File: src/hdl/egw_pkg.sv
`timescale 1ns / 1ps
`default_nettype none
// ----------------------------------------------------------------------------
// egw_pkg
// Shared types and constants of the exp-Golomb NAL bit writer.
// ----------------------------------------------------------------------------
package egw_pkg;

  // command opcodes
  typedef enum logic [1:0] {
    OP_WRITE = 2'd0,
    OP_EGOL  = 2'd1,
    OP_CLOSE = 2'd2,
    OP_NONE  = 2'd3
  } op_e;

  // emulation prevention and trailing bits
  localparam logic [7:0] EscByte  = 8'h03;
  localparam logic [7:0] StopByte = 8'h80;
  localparam logic [1:0] ZeroSat  = 2'd2;

  // queue status seen by both sides
  typedef struct packed {
    logic full;
    logic empty;
  } q_stat_t;

endpackage : egw_pkg
`default_nettype wire

File: src/hdl/egw_fifo.sv
`timescale 1ns / 1ps
`default_nettype none
// ----------------------------------------------------------------------------
// egw_fifo
// Small register queue between the command front end and the byte back end.
// ----------------------------------------------------------------------------
module egw_fifo
  import egw_pkg::*;
#(
  parameter int Width = 8,
  parameter int Depth = 4
) (
  input  wire logic             clk_i,
  input  wire logic             rst_ni,
  input  wire logic             push_i,
  input  wire logic [Width-1:0] push_data_i,
  input  wire logic             pop_i,
  output logic      [Width-1:0] pop_data_o,
  output q_stat_t               stat_o
);

  localparam int PtrW = (Depth > 1) ? $clog2(Depth) : 1;
  localparam int CntW = $clog2(Depth + 1);

  logic [Width-1:0] mem_q [Depth];
  logic [PtrW-1:0]  wr_ptr_q, wr_ptr_d;
  logic [PtrW-1:0]  rd_ptr_q, rd_ptr_d;
  logic [CntW-1:0]  cnt_q, cnt_d;
  logic             do_push, do_pop;

  // pointer and fill count update
  always_comb begin
    do_push  = push_i && (cnt_q != CntW'(Depth));
    do_pop   = pop_i && (cnt_q != '0);
    wr_ptr_d = wr_ptr_q;
    rd_ptr_d = rd_ptr_q;
    cnt_d    = cnt_q;
    if (do_push) begin
      wr_ptr_d = (wr_ptr_q == PtrW'(Depth - 1)) ? '0 : wr_ptr_q + PtrW'(1);
    end
    if (do_pop) begin
      rd_ptr_d = (rd_ptr_q == PtrW'(Depth - 1)) ? '0 : rd_ptr_q + PtrW'(1);
    end
    if (do_push && !do_pop) begin
      cnt_d = cnt_q + CntW'(1);
    end else if (do_pop && !do_push) begin
      cnt_d = cnt_q - CntW'(1);
    end
  end

  always_ff @(posedge clk_i or negedge rst_ni) begin
    if (!rst_ni) begin
      wr_ptr_q <= '0;
      rd_ptr_q <= '0;
      cnt_q    <= '0;
    end else begin
      wr_ptr_q <= wr_ptr_d;
      rd_ptr_q <= rd_ptr_d;
      cnt_q    <= cnt_d;
    end
  end

  // entry storage
  always_ff @(posedge clk_i) begin
    if (do_push) begin
      mem_q[wr_ptr_q] <= push_data_i;
    end
  end

  assign pop_data_o   = mem_q[rd_ptr_q];
  assign stat_o.full  = (cnt_q == CntW'(Depth));
  assign stat_o.empty = (cnt_q == '0);

endmodule : egw_fifo
`default_nettype wire

File: src/hdl/egw_front.sv
`timescale 1ns / 1ps
`default_nettype none
// ----------------------------------------------------------------------------
// egw_front
// Accepts commands, forms the bit string and its length, queues the request.
// ----------------------------------------------------------------------------
module egw_front
  import egw_pkg::*;
#(
  parameter int VALUE_BITS = 32
) (
  input  wire logic                                   clk_i,
  input  wire logic                                   rst_ni,
  input  wire logic                                   in_valid_i,
  output logic                                        in_ready_o,
  input  wire logic [1:0]                             opcode_i,
  input  wire logic [31:0]                            value_i,
  input  wire logic [5:0]                             bit_count_i,
  output logic                                        push_o,
  output logic [VALUE_BITS+$clog2(2*VALUE_BITS):0]    push_data_o,
  input  wire q_stat_t                                q_stat_i
);

  localparam int LenW = $clog2(2 * VALUE_BITS);

  logic                  s1_valid_q, s1_valid_d;
  op_e                   s1_op_q, s1_op_d;
  logic [VALUE_BITS-1:0] s1_val_q, s1_val_d;
  logic [LenW-1:0]       s1_cnt_q, s1_cnt_d;
  logic [LenW-1:0]       code_len;
  logic [LenW-1:0]       str_len;
  logic                  drop;
  logic                  s1_adv;
  logic                  in_fire;

  // stage 1: clip the count, form value plus one for the exp-Golomb code
  always_comb begin
    in_fire    = in_valid_i && in_ready_o;
    s1_valid_d = s1_valid_q;
    s1_op_d    = s1_op_q;
    s1_val_d   = s1_val_q;
    s1_cnt_d   = s1_cnt_q;
    if (s1_adv) begin
      s1_valid_d = 1'b0;
    end
    if (in_fire) begin
      s1_op_d  = op_e'(opcode_i);
      s1_cnt_d = (bit_count_i > 6'(VALUE_BITS)) ? LenW'(VALUE_BITS) : LenW'(bit_count_i);
      unique case (op_e'(opcode_i))
        OP_WRITE: begin
          s1_valid_d = 1'b1;
          s1_val_d   = value_i[VALUE_BITS-1:0];
        end
        OP_EGOL: begin
          s1_valid_d = 1'b1;
          s1_val_d   = value_i[VALUE_BITS-1:0] + VALUE_BITS'(1);
        end
        OP_CLOSE: begin
          s1_valid_d = 1'b1;
          s1_val_d   = value_i[VALUE_BITS-1:0];
        end
        OP_NONE: begin
          s1_valid_d = 1'b0;
          s1_val_d   = s1_val_q;
        end
        default: begin
          s1_valid_d = 1'b0;
        end
      endcase
    end
  end

  // stage 2: leading one of the code gives the string length
  always_comb begin
    code_len = '0;
    for (int i = 0; i < VALUE_BITS; i++) begin
      if (s1_val_q[i]) begin
        code_len = LenW'(i + 1);
      end
    end
  end

  always_comb begin
    unique case (s1_op_q)
      OP_WRITE: str_len = s1_cnt_q;
      OP_EGOL:  str_len = (code_len == '0) ? '0 : LenW'({code_len, 1'b0} - 1);
      OP_CLOSE: str_len = '0;
      OP_NONE:  str_len = '0;
      default:  str_len = '0;
    endcase
    // empty strings give no bytes and are not queued
    drop        = s1_valid_q && (s1_op_q != OP_CLOSE) && (str_len == '0);
    s1_adv      = s1_valid_q && (drop || !q_stat_i.full);
    push_o      = s1_valid_q && !drop && !q_stat_i.full;
    push_data_o = {(s1_op_q == OP_CLOSE), s1_val_q, str_len};
    in_ready_o  = !s1_valid_q || s1_adv;
  end

  always_ff @(posedge clk_i or negedge rst_ni) begin
    if (!rst_ni) begin
      s1_valid_q <= 1'b0;
    end else begin
      s1_valid_q <= s1_valid_d;
    end
  end

  always_ff @(posedge clk_i) begin
    s1_op_q  <= s1_op_d;
    s1_val_q <= s1_val_d;
    s1_cnt_q <= s1_cnt_d;
  end

endmodule : egw_front
`default_nettype wire

File: src/hdl/egw_back.sv
`timescale 1ns / 1ps
`default_nettype none
// ----------------------------------------------------------------------------
// egw_back
// Packs queued bit strings into bytes and applies emulation prevention.
// ----------------------------------------------------------------------------
module egw_back
  import egw_pkg::*;
#(
  parameter int VALUE_BITS = 32
) (
  input  wire logic                                   clk_i,
  input  wire logic                                   rst_ni,
  input  wire logic [VALUE_BITS+$clog2(2*VALUE_BITS):0] pop_data_i,
  input  wire q_stat_t                                q_stat_i,
  output logic                                        pop_o,
  output logic                                        out_valid_o,
  input  wire logic                                   out_ready_i,
  output logic [7:0]                                  out_byte_o,
  output logic                                        is_escape_o,
  output logic                                        last_of_item_o,
  output logic                                        end_of_unit_o
);

  localparam int LenW = $clog2(2 * VALUE_BITS);

  // current request
  logic                  cur_valid_q, cur_valid_d;
  logic                  cur_close_q, cur_close_d;
  logic [VALUE_BITS-1:0] cur_word_q, cur_word_d;
  logic [LenW-1:0]       cur_rem_q, cur_rem_d;
  // stream state
  logic [7:0]            part_q, part_d;
  logic [2:0]            fill_q, fill_d;
  logic [1:0]            zrun_q, zrun_d;
  // output register and held data byte behind an escape
  logic                  out_valid_q, out_valid_d;
  logic [7:0]            out_byte_q, out_byte_d;
  logic                  out_esc_q, out_esc_d;
  logic                  out_last_q, out_last_d;
  logic                  out_eou_q, out_eou_d;
  logic                  hold_valid_q, hold_valid_d;
  logic [7:0]            hold_byte_q, hold_byte_d;
  logic                  hold_last_q, hold_last_d;
  logic                  hold_eou_q, hold_eou_d;

  logic                  out_free, can_emit, step_go, cur_done;
  logic [3:0]            room, take, new_fill;
  logic [LenW-1:0]       shamt;
  logic [VALUE_BITS-1:0] shifted;
  logic [7:0]            mask, placed, full_byte;
  logic                  emit;
  logic [7:0]            emit_byte;
  logic                  emit_last, emit_eou;
  logic [1:0]            zrun_tmp;

  // bit chunk that fits into the partial byte
  always_comb begin
    room      = 4'd8 - {1'b0, fill_q};
    take      = (cur_rem_q < LenW'(room)) ? 4'(cur_rem_q) : room;
    shamt     = cur_rem_q - LenW'(take);
    shifted   = cur_word_q >> shamt;
    mask      = 8'((9'd1 << take) - 9'd1);
    placed    = (shifted[7:0] & mask) << (room - take);
    new_fill  = {1'b0, fill_q} + take;
    full_byte = part_q | placed;
  end

  always_comb begin
    out_free = !out_valid_q || out_ready_i;
    can_emit = out_free && !hold_valid_q;
    step_go  = cur_valid_q && can_emit;

    cur_valid_d  = cur_valid_q;
    cur_close_d  = cur_close_q;
    cur_word_d   = cur_word_q;
    cur_rem_d    = cur_rem_q;
    part_d       = part_q;
    fill_d       = fill_q;
    zrun_d       = zrun_q;
    out_valid_d  = out_valid_q && !out_ready_i;
    out_byte_d   = out_byte_q;
    out_esc_d    = out_esc_q;
    out_last_d   = out_last_q;
    out_eou_d    = out_eou_q;
    hold_valid_d = hold_valid_q;
    hold_byte_d  = hold_byte_q;
    hold_last_d  = hold_last_q;
    hold_eou_d   = hold_eou_q;
    cur_done     = 1'b0;
    emit         = 1'b0;
    emit_byte    = full_byte;
    emit_last    = 1'b0;
    emit_eou     = 1'b0;
    zrun_tmp     = zrun_q;

    // held data byte follows its escape
    if (hold_valid_q && out_free) begin
      out_valid_d  = 1'b1;
      out_byte_d   = hold_byte_q;
      out_esc_d    = 1'b0;
      out_last_d   = hold_last_q;
      out_eou_d    = hold_eou_q;
      hold_valid_d = 1'b0;
    end

    // one packing step on the current request
    if (step_go) begin
      if (cur_close_q) begin
        emit      = 1'b1;
        emit_byte = (fill_q == '0) ? StopByte : (part_q | (StopByte >> fill_q));
        emit_last = 1'b1;
        emit_eou  = 1'b1;
        part_d    = '0;
        fill_d    = '0;
        cur_done  = 1'b1;
      end else begin
        cur_rem_d = cur_rem_q - LenW'(take);
        fill_d    = new_fill[2:0];
        cur_done  = (cur_rem_d == '0);
        if (new_fill == 4'd8) begin
          emit      = 1'b1;
          emit_last = (cur_rem_d < LenW'(8));
          part_d    = '0;
        end else begin
          part_d = full_byte;
        end
      end
    end

    // emulation prevention on a finished byte
    if (emit) begin
      out_valid_d = 1'b1;
      if ((zrun_q == ZeroSat) && (emit_byte <= EscByte)) begin
        out_byte_d   = EscByte;
        out_esc_d    = 1'b1;
        out_last_d   = 1'b0;
        out_eou_d    = 1'b0;
        hold_valid_d = 1'b1;
        hold_byte_d  = emit_byte;
        hold_last_d  = emit_last;
        hold_eou_d   = emit_eou;
        zrun_tmp     = '0;
      end else begin
        out_byte_d = emit_byte;
        out_esc_d  = 1'b0;
        out_last_d = emit_last;
        out_eou_d  = emit_eou;
      end
      if (emit_byte == '0) begin
        zrun_d = (zrun_tmp == ZeroSat) ? ZeroSat : zrun_tmp + 2'd1;
      end else begin
        zrun_d = '0;
      end
      if (emit_eou) begin
        zrun_d = '0;
      end
    end

    // fetch the next request
    pop_o = !q_stat_i.empty && (!cur_valid_q || (step_go && cur_done));
    if (pop_o) begin
      cur_valid_d = 1'b1;
      {cur_close_d, cur_word_d, cur_rem_d} = pop_data_i;
    end else if (step_go && cur_done) begin
      cur_valid_d = 1'b0;
    end
  end

  always_ff @(posedge clk_i or negedge rst_ni) begin
    if (!rst_ni) begin
      cur_valid_q  <= 1'b0;
      part_q       <= '0;
      fill_q       <= '0;
      zrun_q       <= '0;
      out_valid_q  <= 1'b0;
      hold_valid_q <= 1'b0;
    end else begin
      cur_valid_q  <= cur_valid_d;
      part_q       <= part_d;
      fill_q       <= fill_d;
      zrun_q       <= zrun_d;
      out_valid_q  <= out_valid_d;
      hold_valid_q <= hold_valid_d;
    end
  end

  always_ff @(posedge clk_i) begin
    cur_close_q <= cur_close_d;
    cur_word_q  <= cur_word_d;
    cur_rem_q   <= cur_rem_d;
    out_byte_q  <= out_byte_d;
    out_esc_q   <= out_esc_d;
    out_last_q  <= out_last_d;
    out_eou_q   <= out_eou_d;
    hold_byte_q <= hold_byte_d;
    hold_last_q <= hold_last_d;
    hold_eou_q  <= hold_eou_d;
  end

  assign out_valid_o    = out_valid_q;
  assign out_byte_o     = out_byte_q;
  assign is_escape_o    = out_esc_q;
  assign last_of_item_o = out_last_q;
  assign end_of_unit_o  = out_eou_q;

endmodule : egw_back
`default_nettype wire

File: src/hdl/exp_golomb_nal_bit_writer_core.sv
`timescale 1ns / 1ps
`default_nettype none
// ----------------------------------------------------------------------------
// exp_golomb_nal_bit_writer_core
// Bit writer for NAL units: fixed fields, exp-Golomb codes, close with
// trailing bits, and emulation prevention on every emitted byte.
// ----------------------------------------------------------------------------
// Usage:
//   Command channel (in_valid_i / in_ready_o): opcode_i, value_i, bit_count_i.
//   Byte channel (out_valid_o / out_ready_i): out_byte_o with is_escape_o,
//   last_of_item_o and end_of_unit_o flags. Commands that form no byte
//   (opcode 3, zero bit count, or exp-Golomb of the all-ones value) are
//   taken and leave no trace.
//   A command is taken into the front register; a byte that its first
//   packing step finishes then passes the queue write, the request register
//   and the output register before it is on the byte channel.
//   Throughput: one command per cycle enters while the 4-entry queue has
//   room; the back end packs up to 8 bits a cycle while the byte register
//   is free and no escaped byte is held, and each 0x03 escape holds the
//   packing while its data byte waits. The longest exp-Golomb code is 63
//   bits; a close is a single packing step.
//   The output byte register limits the rate to one byte per cycle.
//   Reset clears the partial byte, the fill count, the zero run and the
//   queue. A stalled receiver holds the byte register; the queue and the
//   front register keep taking commands until full.
// ----------------------------------------------------------------------------
module exp_golomb_nal_bit_writer_core
  import egw_pkg::*;
#(
  parameter int VALUE_BITS = 32
) (
  input  wire logic        clk_i,
  input  wire logic        rst_ni,
  input  wire logic        in_valid_i,
  output logic             in_ready_o,
  input  wire logic [1:0]  opcode_i,
  input  wire logic [31:0] value_i,
  input  wire logic [5:0]  bit_count_i,
  output logic             out_valid_o,
  input  wire logic        out_ready_i,
  output logic [7:0]       out_byte_o,
  output logic             is_escape_o,
  output logic             last_of_item_o,
  output logic             end_of_unit_o
);

  localparam int LenW  = $clog2(2 * VALUE_BITS);
  localparam int EntW  = 1 + VALUE_BITS + LenW;
  localparam int QDepth = 4;

  logic            push;
  logic [EntW-1:0] push_data;
  logic            pop;
  logic [EntW-1:0] pop_data;
  q_stat_t         q_stat;

  // command front end
  egw_front #(
    .VALUE_BITS(VALUE_BITS)
  ) u_front (
    .clk_i       (clk_i),
    .rst_ni      (rst_ni),
    .in_valid_i  (in_valid_i),
    .in_ready_o  (in_ready_o),
    .opcode_i    (opcode_i),
    .value_i     (value_i),
    .bit_count_i (bit_count_i),
    .push_o      (push),
    .push_data_o (push_data),
    .q_stat_i    (q_stat)
  );

  // request queue
  egw_fifo #(
    .Width(EntW),
    .Depth(QDepth)
  ) u_fifo (
    .clk_i       (clk_i),
    .rst_ni      (rst_ni),
    .push_i      (push),
    .push_data_i (push_data),
    .pop_i       (pop),
    .pop_data_o  (pop_data),
    .stat_o      (q_stat)
  );

  // byte packer and emulation prevention
  egw_back #(
    .VALUE_BITS(VALUE_BITS)
  ) u_back (
    .clk_i          (clk_i),
    .rst_ni         (rst_ni),
    .pop_data_i     (pop_data),
    .q_stat_i       (q_stat),
    .pop_o          (pop),
    .out_valid_o    (out_valid_o),
    .out_ready_i    (out_ready_i),
    .out_byte_o     (out_byte_o),
    .is_escape_o    (is_escape_o),
    .last_of_item_o (last_of_item_o),
    .end_of_unit_o  (end_of_unit_o)
  );

endmodule : exp_golomb_nal_bit_writer_core
`default_nettype wire

File: config.mk
export PLATFORM = sky130hd
export DESIGN_NAME = exp_golomb_nal_bit_writer_core
export DESIGN_NICKNAME = d
export VERILOG_FILES = /design/src/hdl/egw_pkg.sv /design/src/hdl/egw_fifo.sv /design/src/hdl/egw_front.sv /design/src/hdl/egw_back.sv /design/src/hdl/exp_golomb_nal_bit_writer_core.sv
export SDC_FILE = /design/constraint.sdc
export NUM_CORES = 1
export LEC_CHECK = 0
export BUFFER_PORTS_ARGS = -buffer_cell sky130_fd_sc_hd__buf_4
export CAP_MARGIN = 20
export CELL_PAD_IN_SITES_DETAIL_PLACEMENT = 1
export CELL_PAD_IN_SITES_GLOBAL_PLACEMENT = 2
export CORE_MARGIN = 8
export CORE_UTILIZATION = 48
export DETAILED_ROUTE_END_ITERATION = 10
export HOLD_SLACK_MARGIN = 0.12
export PLACE_DENSITY = 0.95
export SLEW_MARGIN = 20
export SYNTH_ARGS = -nofsm -noshare
export SYNTH_HDL_FRONTEND = slang
export SYNTH_HIERARCHICAL = 1
export SYNTH_SLANG_ARGS = --single-unit
File: constraint.sdc
create_clock -name clk_i -period 18.2 [get_ports clk_i]
set_clock_uncertainty 0.05 [all_clocks]
set_input_delay 4.55 -clock clk_i [delete_from_list [all_inputs] [get_ports clk_i]]
set_output_delay 4.55 -clock clk_i [all_outputs]
set_load 0.02 [all_outputs]
==> impl_metrics.prom <==
# TYPE chip_impl_metric gauge
chip_impl_info{name="status",value="finished, final reports clean"} 1
chip_impl_metric{name="r2r.worst_path.cells",unit=""} 25
chip_impl_metric{name="yosysSeqAreaShare",unit="%"} 55.73
chip_impl_metric{name="cts_repair_resized_insts",unit=""} 0
chip_impl_metric{name="fp.dieArea",unit="mm2"} 0.03687
chip_impl_metric{name="synth_fp_nets",unit=""} 1228
chip_impl_metric{name="hold_depth",unit=""} 2
chip_impl_metric{name="grt_first_pass_wirelength",unit="mm"} 60.31
chip_impl_metric{name="cap_viol_max_count",unit=""} 0
chip_impl_info{name="worst-setup-path-type",value="flop to primary output"} 1
chip_impl_metric{name="floorplan.initialDensity",unit="%"} 48.61
chip_impl_metric{name="ys_seq_elements",unit=""} 280
chip_impl_metric{name="global_route.overflow_total",unit=""} 0
chip_impl_metric{name="route.antenna.remaining_nets",unit=""} 0
chip_impl_metric{name="global_route.usage.total",unit="%"} 20.72
chip_impl_metric{name="ys_async_sr_fraction",unit="%"} 8.571
chip_impl_info{name="grt_setup_unrepaired",value="false"} 1
chip_impl_metric{name="fillers",unit=""} 3092
chip_impl_metric{name="cts_post_setup_buffers_inserted",unit=""} 0
chip_impl_metric{name="fp.coreArea",unit="mm2"} 0.03059
chip_impl_metric{name="largest_net_degree_at_the_start_of_global_routing",unit=""} 45
chip_impl_metric{name="design_area",unit="mm2"} 0.01664
chip_impl_metric{name="groute.layer.met3.usage",unit="%"} 2.778
chip_impl_metric{name="final_max_slew_viol_count",unit=""} 0
chip_impl_metric{name="port-buffer-count",unit=""} 56
chip_impl_metric{name="post-synth-top-area-fraction",unit="%"} 51.70
chip_impl_metric{name="crit_path_max_incr_delay",unit="ns"} 1.09
chip_impl_metric{name="final-setup-viol-count",unit=""} 0
chip_impl_info{name="synthMostInstantiatedCell",value="sky130_fd_sc_hd__edfxtp_1"} 1
chip_impl_metric{name="timing.setup.tns",unit="ns"} 0
chip_impl_metric{name="crit_fanout",unit=""} 7
chip_impl_metric{name="syn-mean-instance-area",unit="um2"} 12.87
chip_impl_metric{name="chipHeight",unit="um"} 192.0
chip_impl_metric{name="first_pass_iteration_count_of_the_detailed_router",unit=""} 5
chip_impl_metric{name="required",unit="ns"} 13.60
chip_impl_metric{name="globalRouteMet1Util",unit="%"} 26.21
chip_impl_metric{name="placement.cell_area",unit="mm2"} 0.01567
chip_impl_metric{name="cts_hold_buffers",unit=""} 0
chip_impl_metric{name="detailedRoute.firstIterationViolations",unit=""} 639
chip_impl_info{name="clockRootBuffer",value="sky130_fd_sc_hd__clkbuf_16"} 1
chip_impl_metric{name="worst_slew_pin_slew",unit="ns"} 1.200
chip_impl_metric{name="critical_path_arrival",unit="ns"} 4.25
chip_impl_info{name="yosys.area.top_type",value="sky130_fd_sc_hd__edfxtp_1"} 1
chip_impl_metric{name="detailed_place_hpwl",unit="mm"} 27.43
chip_impl_metric{name="synthesis.instances",unit=""} 1155
chip_impl_metric{name="io_pins",unit=""} 57
chip_impl_metric{name="cp_num_buf_inv",unit=""} 2
chip_impl_metric{name="antenna_found_initial",unit=""} 0
chip_impl_metric{name="count_of_distinct_cell_types_in_the_synthesized_netlist",unit=""} 98
chip_impl_info{name="commonest_register_cell_after_synthesis",value="sky130_fd_sc_hd__edfxtp_1"} 1
chip_impl_info{name="cp_top_family",value="compound AO/OA/AOI/OAI gates"} 1
chip_impl_info{name="type_of_destination_of_the_critical_path",value="primary output"} 1
chip_impl_metric{name="timing.final.crit_share",unit="%"} 48.64
chip_impl_metric{name="synthesis.area",unit="mm2"} 0.01487
chip_impl_metric{name="fmaxAchievable",unit="MHz"} 113.0
chip_impl_metric{name="finalNetCount",unit=""} 1279
chip_impl_metric{name="hold_violations",unit=""} 0
chip_impl_metric{name="clk_pin_slew_worst_paths",unit="ns"} 0.06
chip_impl_metric{name="antenna_diode_count",unit=""} 0
chip_impl_metric{name="ctsHtreeMaxLevel",unit=""} 1
chip_impl_metric{name="via_count",unit=""} 9879
chip_impl_info{name="worst_hold_path_type",value="flop to flop"} 1
chip_impl_metric{name="totalWireLength",unit="mm"} 37.94
chip_impl_metric{name="groute.layer.met2.usage",unit="%"} 37.22
chip_impl_metric{name="place.gp.congestion",unit=""} 0.9214
chip_impl_info{name="timing.critical_path.from_type",value="flop"} 1
chip_impl_metric{name="proportion_of_layout_cells_with_a_drive_suffix_above_1",unit="%"} 18.40
chip_impl_metric{name="cts-root-to-sink-buffers",unit=""} 3
chip_impl_metric{name="utilization",unit="%"} 54.41
chip_impl_info{name="grt_busiest_layer",value="met2"} 1
chip_impl_info{name="crit_path_cell_trace",value="or3_1, a221oi_1, o21ai_0, a2111oi_0, inv_1, ha_1, nand2_1, o41a_1, o211ai_2, buf_4"} 1
chip_impl_metric{name="first_global_vias",unit=""} 10750
chip_impl_metric{name="worst_skew_pair_latency",unit="ns"} 0.54
chip_impl_metric{name="final_period_minus_worst_setup_slack",unit="ns"} 8.852
chip_impl_metric{name="route.detailed.drc",unit=""} 0
chip_impl_info{name="tritoncts",value="built"} 1
chip_impl_metric{name="num_rows",unit=""} 64
chip_impl_metric{name="max_slew_margin",unit="%"} 17.93
chip_impl_metric{name="clock-sinks",unit=""} 280
chip_impl_metric{name="post_drt_via_cell_ratio",unit=""} 6.083
chip_impl_metric{name="avgRoutedWirePerCell",unit="um"} 23.36
chip_impl_metric{name="timing.hold.ws",unit="ns"} 0.4586
chip_impl_metric{name="areaGrowthSynthToFinish",unit="%"} 11.92
chip_impl_metric{name="worstSetupPathDepth",unit=""} 10
chip_impl_metric{name="number_of_clock_buffers_inserted_by_tritoncts",unit=""} 29
chip_impl_info{name="post_synth_most_frequent_cells",value="sky130_fd_sc_hd__edfxtp_1, sky130_fd_sc_hd__nand2_1, sky130_fd_sc_hd__nor2_1"} 1
chip_impl_metric{name="synth.yosys.warnings",unit=""} 6
chip_impl_info{name="post_synth_main_area_contributors",value="sky130_fd_sc_hd__edfxtp_1, sky130_fd_sc_hd__mux4_2, sky130_fd_sc_hd__dfrtp_1"} 1
chip_impl_metric{name="floorplan.die.width",unit="um"} 192.0
chip_impl_info{name="critical-path-slowest-cell",value="sky130_fd_sc_hd__a2111oi_0"} 1
chip_impl_metric{name="synth_edf_count",unit=""} 256
[sequential cells by signal, summed over array words and instances, names as in the netlist, 3 cells and up]
name / count
u_back/cur_rem_q: 6
u_back/cur_word_q: 32
u_back/fill_q: 3
u_back/hold_byte_q: 8
u_back/out_byte_o: 8
u_back/part_q: 8
u_fifo/cnt_q: 3
u_fifo/mem_q: 156
u_front/s1_cnt_q: 6
u_front/s1_val_q: 32
[metrics by stage]
step / instances / setup WS (ns)
floorplan: 1155 / 10.38
CTS: 1624 / 9.451
global route: 1624 / 8.659
detailed placement: 1571 / 9.574
global placement: 1571 / 9.834
finish: 1624 / 9.348
[routing by layer]
| metal | vias up | share of wire [%] |
|---|---|---|
| met4 | 0 | 1.6 |
| li1 | 4583 | - |
| met1 | 5019 | 42 |
| met2 | 236 | 52 |
| met5 | - | 0 |
| met3 | 41 | 3.9 |
[layout by cell type, fill, tap and decap left out, types with 13 or more instances in the layout]
cell,Yosys,layout
sky130_fd_sc_hd__a211oi_1,13,13
sky130_fd_sc_hd__a21oi_1,42,42
sky130_fd_sc_hd__a31oi_1,16,16
sky130_fd_sc_hd__buf_4,10,72
sky130_fd_sc_hd__clkbuf_16,0,29
sky130_fd_sc_hd__dfrtp_1,24,23
sky130_fd_sc_hd__edfxtp_1,256,256
sky130_fd_sc_hd__ha_1,28,28
sky130_fd_sc_hd__inv_1,43,43
sky130_fd_sc_hd__mux2i_1,35,35
sky130_fd_sc_hd__mux4_2,54,54
sky130_fd_sc_hd__nand2_1,102,102
sky130_fd_sc_hd__nand3_1,29,29
sky130_fd_sc_hd__nand4_1,15,15
sky130_fd_sc_hd__nor2_1,80,80
sky130_fd_sc_hd__nor2b_1,24,23
sky130_fd_sc_hd__nor3_1,23,23
sky130_fd_sc_hd__o21ai_0,46,46
sky130_fd_sc_hd__xnor2_1,36,36
[cell families (layout without fill, tap and decap cells)]
| logic type | after synthesis | count (layout) | share of synthesized area (%) |
|---|---|---|---|
| AO/OA/AOI/OAI | 228 | 228 | 11.19 |
| buffers and inverters | 95 | 168 | 2.743 |
| flip-flops | 280 | 280 | 55.73 |
| AND/OR/NAND/NOR | 368 | 368 | 12.78 |
| adder cells (fa/ha/maj) | 30 | 30 | 2.558 |
| XOR/XNOR | 50 | 50 | 3.273 |
| multiplexers | 104 | 104 | 11.72 |
[path summary, 6_finish.rpt]
| kind | start | to | slack (ns) |
|---|---|---|---|
| setup / recovery | u_front/s1_val_q[11] | in_ready_o | 9.35 |
| hold / removal | u_back/zrun_q[1] | u_back/zrun_q[1] | 0.46 |
| setup reg to reg | u_back/fill_q[2] | u_back/hold_byte_q[1] | 9.49 |
| hold reg to reg | u_back/zrun_q[1] | u_back/zrun_q[1] | 0.46 |
| max in group asynchronous | rst_ni | u_fifo/rd_ptr_q[0] | 13.92 |
| min in group asynchronous | rst_ni | u_back/part_q[4] | 3.87 |
[worst reg2reg max path, delay by kind of cell, from the launching register on]
family          cells  cell delay (ns)
flops               1             0.46
mux                 2             0.69
compound gates      5             1.60
fa+ha+maj           3             1.18
buf+inv             4             0.98
simple gates       11             3.38
[cell type report]
type | count | area (um2) | area share (%)
Sequential cell | 280 | 8289 | 49.80
Multi-Input combinational cell | 780 | 6183 | 37.15
Clock buffer | 31 | 733.2 | 4.405
Timing Repair Buffer | 72 | 540.5 | 3.248
Tap cell | 396 | 495.5 | 2.977
Clock inverter | 22 | 240.2 | 1.443
Inverter | 43 | 161.4 | 0.9698
Power is not shown: default switching activity piles up to over one toggle a cycle in this logic, so the estimate is an artifact.
